==> src/sv/lirs_pkg.sv <==
// State type and sequencer state codes for the linear interpolation resampler.
package lirs_pkg;

    typedef logic [2:0] t_state;

    localparam t_state S_IDLE = 3'd0;
    localparam t_state S_MUL  = 3'd1;
    localparam t_state S_EMIT = 3'd2;
    localparam t_state S_TAIL = 3'd3;

endpackage

==> src/sv/linear_interp_resampler_top.sv <==
// Linear interpolation sample rate converter: one shared multiplier under a small sequencer.
// After acceptance a result is multiplied in S_MUL, then added, saturated and registered in S_EMIT;
// an end-clamp result is registered from S_TAIL, which a single-sample stream reaches from S_IDLE directly.
// Input stall is held while the sequencer is not in S_IDLE, so a new item is taken only once the
// sequencer has finished every result of the previous item.
// Synchronous active-low reset clears step to 1.0 and the held sample, flag and phase to zero.
module linear_interp_resampler_top #(
    parameter int SAMPLE_BITS = 16,
    parameter int FRAC_BITS   = 16
) (
    input  logic                          i_clk,
    input  logic                          i_rst_n,
    input  logic                          i_cfg_we,
    input  logic [FRAC_BITS+4:0]          i_cfg_data,
    input  logic                          i_in_valid,
    output logic                          o_in_stall,
    input  logic signed [SAMPLE_BITS-1:0] i_sample_in,
    input  logic                          i_is_last,
    output logic                          o_out_valid,
    input  logic                          i_out_stall,
    output logic signed [SAMPLE_BITS-1:0] o_sample_out,
    output logic                          o_run_last,
    output logic                          o_stream_end
);
    import lirs_pkg::*;

    localparam int PW = FRAC_BITS + 5;               // phase and step width
    localparam int DW = SAMPLE_BITS + 1;             // difference width
    localparam int MW = DW + FRAC_BITS + 1;          // product width
    localparam int QW = MW - FRAC_BITS;              // truncated quotient width
    localparam int SW = SAMPLE_BITS + 3;             // sum width

    localparam logic [PW-1:0] ONE_Q    = {{(PW-1){1'b0}}, 1'b1} << FRAC_BITS;
    localparam logic [PW-1:0] TWO_Q    = ONE_Q << 1;
    localparam logic [PW-1:0] STEP_MIN = ONE_Q >> 4;
    localparam logic [PW-1:0] STEP_MAX = ONE_Q << 4;
    localparam logic [PW-1:0] PHASE_LIM = ONE_Q + STEP_MAX;
    localparam logic signed [SW-1:0] SMAX = SW'((1 << (SAMPLE_BITS - 1)) - 1);
    localparam logic signed [SW-1:0] SMIN = -SMAX - SW'(1);
    localparam logic signed [MW-1:0] RND  = MW'((1 << FRAC_BITS) - 1);

    t_state                   r_state, n_state;
    logic [PW-1:0]            r_step;
    logic [PW-1:0]            r_phase, n_phase;
    logic signed [SAMPLE_BITS-1:0] r_held, n_held;
    logic                     r_have_held, n_have_held;
    logic signed [SAMPLE_BITS-1:0] r_x;
    logic                     r_last;
    logic signed [MW-1:0]     r_prod;
    logic                     r_ov, n_ov;
    logic signed [SAMPLE_BITS-1:0] r_out, n_out;
    logic                     r_rl, n_rl;
    logic                     r_se, n_se;

    logic                     in_acc;
    logic                     slot_free;
    logic [PW-1:0]            np;
    logic signed [DW-1:0]     diff;
    logic signed [MW-1:0]     prod;
    logic signed [MW-1:0]     prod_adj;
    logic signed [QW-1:0]     quot;
    logic signed [SW-1:0]     sum;
    logic signed [SAMPLE_BITS-1:0] sat;

    assign o_in_stall   = (r_state != S_IDLE);
    assign in_acc       = i_in_valid && (r_state == S_IDLE);
    assign slot_free    = !r_ov || !i_out_stall;
    assign o_out_valid  = r_ov;
    assign o_sample_out = r_out;
    assign o_run_last   = r_rl;
    assign o_stream_end = r_se;

    assign np   = r_phase + r_step;
    assign diff = DW'(r_x) - DW'(r_held);
    // the one multiplier: fraction times sample difference
    assign prod = MW'($signed({1'b0, r_phase[FRAC_BITS-1:0]})) * MW'(diff);

    // truncate toward zero, add to held sample, saturate
    assign prod_adj = r_prod + (r_prod[MW-1] ? RND : '0);
    assign quot     = QW'(prod_adj >>> FRAC_BITS);
    assign sum      = SW'(r_held) + SW'(quot);
    always_comb begin
        if (sum > SMAX) begin
            sat = SAMPLE_BITS'(SMAX);
        end else if (sum < SMIN) begin
            sat = SAMPLE_BITS'(SMIN);
        end else begin
            sat = SAMPLE_BITS'(sum);
        end
    end

    always_comb begin
        n_state     = r_state;
        n_phase     = r_phase;
        n_held      = r_held;
        n_have_held = r_have_held;
        n_ov        = r_ov && i_out_stall;
        n_out       = r_out;
        n_rl        = r_rl;
        n_se        = r_se;
        case (r_state)
            S_IDLE: begin
                if (in_acc) begin
                    if (r_have_held) begin
                        n_state = S_MUL;
                    end else begin
                        n_phase = '0;
                        n_state = S_TAIL;
                    end
                end
            end
            S_MUL: begin
                if (r_phase < ONE_Q) begin
                    n_state = S_EMIT;
                end else begin
                    n_phase = r_phase - ONE_Q;
                    n_state = S_TAIL;
                end
            end
            S_EMIT: begin
                if (slot_free) begin
                    n_ov    = 1'b1;
                    n_out   = sat;
                    n_rl    = !(np < ONE_Q) && !(r_last && (np < TWO_Q));
                    n_se    = !(np < ONE_Q) && !(r_last && (np < TWO_Q)) && r_last;
                    n_phase = np;
                    n_state = S_MUL;
                end
            end
            S_TAIL: begin
                if (!r_last) begin
                    n_held      = r_x;
                    n_have_held = 1'b1;
                    n_state     = S_IDLE;
                end else if (r_phase < ONE_Q) begin
                    // end clamp: repeat the last sample
                    if (slot_free) begin
                        n_ov    = 1'b1;
                        n_out   = r_x;
                        n_rl    = !(np < ONE_Q);
                        n_se    = !(np < ONE_Q);
                        n_phase = np;
                    end
                end else begin
                    n_held      = '0;
                    n_have_held = 1'b0;
                    n_phase     = '0;
                    n_state     = S_IDLE;
                end
            end
            default: begin
                n_state = S_IDLE;
            end
        endcase
    end

    always_ff @(posedge i_clk) begin
        if (!i_rst_n) begin
            r_state     <= S_IDLE;
            r_step      <= ONE_Q;
            r_phase     <= '0;
            r_held      <= '0;
            r_have_held <= 1'b0;
            r_ov        <= 1'b0;
        end else begin
            r_state     <= n_state;
            r_phase     <= n_phase;
            r_held      <= n_held;
            r_have_held <= n_have_held;
            r_ov        <= n_ov;
            if (i_cfg_we) begin
                if (i_cfg_data < STEP_MIN) begin
                    r_step <= STEP_MIN;
                end else if (i_cfg_data > STEP_MAX) begin
                    r_step <= STEP_MAX;
                end else begin
                    r_step <= i_cfg_data;
                end
            end
        end
    end

    always_ff @(posedge i_clk) begin
        if (in_acc) begin
            r_x    <= i_sample_in;
            r_last <= i_is_last;
        end
        if (r_state == S_MUL) begin
            r_prod <= prod;
        end
        r_out <= n_out;
        r_rl  <= n_rl;
        r_se  <= n_se;
    end

    a_phase_bound: assert property (@(posedge i_clk) disable iff (!i_rst_n)
        r_phase < PHASE_LIM)
        else $error("phase accumulator out of range");

    a_idle_phase: assert property (@(posedge i_clk) disable iff (!i_rst_n)
        (r_state == S_IDLE && !r_have_held) |-> (r_phase == '0))
        else $error("phase not cleared between streams");

    a_result_busy: assert property (@(posedge i_clk) disable iff (!i_rst_n)
        $rose(r_ov) |-> $past(r_state == S_EMIT || r_state == S_TAIL))
        else $error("result produced outside emit states");

    a_end_is_run_last: assert property (@(posedge i_clk) disable iff (!i_rst_n)
        (r_ov && r_se) |-> r_rl)
        else $error("stream end without run last");

endmodule
==> config.mk <==
export PLATFORM = sky130hd
export DESIGN_NAME = linear_interp_resampler_top
export DESIGN_NICKNAME = d
export VERILOG_FILES = /design/src/sv/lirs_pkg.sv /design/src/sv/linear_interp_resampler_top.sv
export SDC_FILE = /design/constraint.sdc
export NUM_CORES = 1
export LEC_CHECK = 0
export CAP_MARGIN = 20
export CORE_ASPECT_RATIO = 0.9
export CORE_MARGIN = 1.5
export CORE_UTILIZATION = 55
export CTS_BUF_LIST = sky130_fd_sc_hd__clkbuf_8 sky130_fd_sc_hd__clkbuf_16
export DETAILED_ROUTE_END_ITERATION = 6
export DONT_BUFFER_PORTS = 1
export GPL_ROUTABILITY_DRIVEN = 1
export PLACE_DENSITY = 0.7
export SLEW_MARGIN = 0
export SYNTH_ARGS = -nofsm -noshare
export SYNTH_HDL_FRONTEND = slang
export SYNTH_SLANG_ARGS = --single-unit
export TNS_END_PERCENT = 20
==> constraint.sdc <==
create_clock -name i_clk -period 11.9 [get_ports i_clk]
set_input_delay 0 -clock i_clk [delete_from_list [all_inputs] [get_ports i_clk]]
set_output_delay 0 -clock i_clk [all_outputs]
set_load 0.1 [all_outputs]
Word level (Yosys, flattened, before mapping) --
Index checks and enable logic that the tools add are counted. W data, S select, Z words.
Word-level totals: ROM bits 0, bits in registers 132, memories 0, bits in writable memories 0, bits in latches 0
Cells by class: reduce and logical (&&, ||, !) cells 18, muxes and demuxes 39, order comparisons 7, $mul 1, divide/modulo/power cells 0, equal/unequal tests 12, shift operators 0, bitwise gates (word level) 0, $add $sub $neg 5
Operator list (count):
- $mux W21 | 8
- $mux W16 | 9
- $pmux W21 S4 | 1
- $lt A21 B17 Y1 const B | 2
- $add A34 B16 Y34 | 1
- $mul A17 B17 Y34 | 1
- $pmux W16 S2 | 1
- $add A21 B21 Y21 | 1
- $gt A21 B21 Y1 const B | 1
- $lt A21 B13 Y1 const B | 1
- $lt A21 B18 Y1 const B | 1
- $sub A21 B17 Y21 const B | 1
- $add A16 B18 Y19 | 1
- $gt A19 B16 Y1 const B | 1
- $lt A19 B16 Y1 const B | 1
- $sub A16 B16 Y17 | 1
- $ne A2 B2 Y1 const B | 8
- $mux W3 | 4
- $pmux W3 S4 | 1
- $mux W1 | 11
- $reduce_and A5 Y1 | 2
- $eq A3 B2 Y1 const B | 2
- $pmux W1 S2 | 3
- $logic_and A1 B1 Y1 | 5
- 11 further kinds | 14

Logic depth before layout (Yosys ltp) --
depth in word-level cells 8, gate-level depth with buffers 34

Worst setup path after synthesis --
OpenSTA, ideal clock, no wires.
path type register -> register, from reg r_x[0], to reg r_prod[33] (data pin), stages on the path, launching flop included 33, setup slack 3815 ps, buffers on the path 2, required time 11641 ps, period minus slack after synthesis 8085 ps, arrival 7826 ps, library setup time 259 ps, cells stage by stage edfxtp_1 inv_1 ha_1 inv_1 fa_1 a21o_1 a21oi_1 o21bai_1 a21oi_1 o21ai_0 a211oi_1 xnor2_1 clkbuf_1 nand2_1 fa_1 inv_1 fa_1 fa_1 fa_1 fa_1 inv_1 fa_1 inv_1 ha_1 clkbuf_1 a21o_1 a21o_1 a21oi_1 inv_1 a32oi_1 a31oi_1 o2111a_1 a211o_1
On the way: word-level cells in the longest chain between the ends 2
RTL lines:
- start: declaration | line linear_interp_resampler_top.sv:47 | logic signed [SAMPLE_BITS-1:0] r_x;
- start signal: assignment | line linear_interp_resampler_top.sv:185 | r_x <= i_sample_in;
- $sub A16 B16 Y17 | line linear_interp_resampler_top.sv:74 | assign diff = DW'(r_x) - DW'(r_held);
- $mul A17 B17 Y34 | line linear_interp_resampler_top.sv:76 | assign prod = MW'($signed({1'b0, r_phase[FRAC_BITS-1:0]})) * MW'(diff);
- via prod[33] | line linear_interp_resampler_top.sv:59 | logic signed [MW-1:0] prod;
- end signal: assignment | line linear_interp_resampler_top.sv:189 | r_prod <= prod;
- end: declaration | line linear_interp_resampler_top.sv:49 | logic signed [MW-1:0] r_prod;
The timed path passes the listed nets, and every way through them passes these cells. A chain may end at the register's enable or synchronous reset.

Worst setup path in the final report --
Ends and elaborated chain as after synthesis.

==> impl_metrics.tcl <==
set metrics [dict create \
    ios 63 \
    num_antenna_cells 0 \
    synth_area_leaders "fa_1, ha_1, edfxtp_1, dfxtp_1, inv_1" \
    core.rowCount 61 \
    synth.cell_area_um2 17600 \
    start_kind "flop" \
    dieArea_um2 33100 \
    grt_pass1_vias 13996 \
    holdBufCountCts 44 \
    cp_slowest_cell "fa_1" \
    syn-num-nets 2403 \
    drv_slew 0 \
    gp_congestion 0.908 \
    avgSynthCellArea_um2 9.03 \
    vias 13723 \
    drive_gt1_frac 0.0409 \
    dp_cells 2314 \
    ys_async_sr_fraction 0 \
    skew_ps 11.0 \
    routed_wl_um 42500 \
    dp_hpwl_um 32900 \
    ant_nets 0 \
    instances_no_fill 2390 \
    insertion_delay_ps 440 \
    grt_start_max_net_pins 57 \
    mostFrequentLayoutCell "inv_1" \
    syn_inst 1950 \
    fp.dieH_um 173 \
    cts_setup_buffers 0 \
    irDropWorstVdd_v 0.000174 \
    dr.pass1.iters 5 \
    period_minus_slack_ps 8940 \
    drv_cap 0 \
    yosysSeqAreaShare 0.188 \
    power_mw 2.09 \
    cts.sinks 131 \
    tritoncts "built" \
    cts_root_buf "clkbuf_16" \
    path_max_fanout 16 \
    detail_route.iter0.violations 743 \
    finalCritPeriodShare 0.751 \
    slew_headroom 0.265 \
    ys_ff_latch 131 \
    grt_pass1_wl_um 70300 \
    cts_buffers 17 \
    core_um2 31200 \
    synth_edf_count 69 \
    clock.fmax_mhz 112 \
    synth_top_area_cell "fa_1" \
    area_growth_pct 8.16 \
    hold_violations 0 \
    max_stage_delay_ps 560 \
    setup_slack_ps 2960 \
    final_util 0.610 \
    overflow 0 \
    yosysWarningCount 0 \
    worst_slew_pin_slew_ps 1100 \
    clock_path_buffers 2 \
    final.setup.tns_ps 0 \
    rsz0062_at_grt "false" \
    die_x_um 192 \
    power_density_nw_per_um2 110 \
    via_per_inst 5.74 \
    h-tree-depth 4 \
    worstPathArrival_ps 9120 \
    crit_path_end_kind "flop" \
    crit_type "reg2reg" \
    total_leakage_power_nw 9.16 \
    synth_flop_cell "edfxtp_1" \
    nets 2421 \
    cp.required_ps 12080 \
    remaining_drc_errors 0 \
    pre_cts_ws_ps 3050 \
    setup_violations 0 \
    cp_common_cell "fa_1" \
    cts.clk_slew.worst_paths_ps 60 \
    run_status "finished clean" \
    portBuffers 0 \
    routedWlPerCell_um 17.8 \
    synth_cell_type_count 70 \
    final_cell_mix "inv_1, fa_1, nand2_1" \
    antenna_found_initial 0 \
    initial_utilization 0.564 \
    hold_class "in2reg" \
    cts_resized 0 \
    track_usage 0.268 \
    post-synth-top-area-fraction 0.241 \
]
-- sequential cells by signal, indices dropped and copies added, names as in the netlist --
signal / cells
r_phase: 21
r_held: 16
o_sample_out: 16
o_out_valid: 1
o_stream_end: 1
r_state: 2
r_last: 1
r_x: 16
r_have_held: 1
r_step: 21
r_prod: 34
o_run_last: 1
-- through the flow --
step | hold WS (ps) | area [µm²]
2_1_floorplan | 98.9 | 17600
3_3_place_gp | 86.5 | 18000
3_5_place_dp | 96.0 | 18000
4_1_cts | 38.2 | 19000
5_1_grt | 52.3 | 19000
6_report | 26.0 | 19000
-- layer usage --
layer,track usage,part of all wire,up-vias
met5,0,0,-
met4,0.0609,0.014,0
met3,0.0442,0.063,48
met2,0.436,0.47,408
met1,0.374,0.45,6751
li1,-,-,6516
-- cells by family (layout without fill, tap and decap cells) --
kind of cell,Yosys count,count (layout),synth area share
AO/OA/AOI/OAI,347,347,0.132
XOR/XNOR,84,84,0.0418
adder cells (fa/ha/maj),410,410,0.382
buffers and inverters,357,388,0.0765
flip-flops,131,131,0.188
multiplexers,5,5,0.00284
AND/OR/NAND/NOR,616,616,0.177
-- synth_stat cells (13+ instances only) --
cell type,number
nor3_1,22
and3_1,15
a22oi_1,38
nand2b_1,13
edfxtp_1,69
and2_1,111
fa_1,212
a211oi_1,16
o21ai_0,48
or3_1,13
a21o_1,41
xor2_1,25
nor2b_1,67
nand2_1,201
nand3_1,25
xnor2_1,59
or2_2,13
a21oi_1,90
nor2_1,93
dfxtp_1,62
clkbuf_1,60
o21a_1,13
a31oi_1,24
inv_1,291
ha_1,198
-- layout make-up --
type                    instances  area (µm²)
clock buffers                  20         467
clock inverters                12        91.3
fillers                      2651       12200
inverters                     292        1100
multi-input cells            1462       13000
flip-flops and latches        131        3310
well taps                     409         512
repair buffers                 64         601
-- critical path, delay by kind of cell, from the launching register on --
kind | cells | cell delay, ps
compound gates | 13 | 3180
buf+inv | 7 | 580
simple gates | 2 | 580
flops | 1 | 410
fa+ha+maj | 9 | 3950
-- final timing paths --
kind	depth (start not counted)	from	endpoint	slack [ps]
setup / recovery	31	r_x[0]	r_prod[33]	2960
hold / removal	2	i_rst_n	r_phase[1]	30
setup reg to reg	31	r_x[0]	r_prod[33]	2960
hold reg to reg	2	r_step[12]	r_step[12]	500
-- power breakdown --
| group | leakage (nW) | switching (mW) | internal [mW] | total [mW] |
|---|---|---|---|---|
| Clock | 0.275 | 0.203 | 0.299 | 0.503 |
| Combinational | 7.73 | 0.553 | 0.328 | 0.881 |
| Sequential | 1.15 | 0.147 | 0.557 | 0.704 |
| Total | 9.16 | 0.903 | 1.18 | 2.09 |
Note: power is estimated with default switching activity, not from simulation.
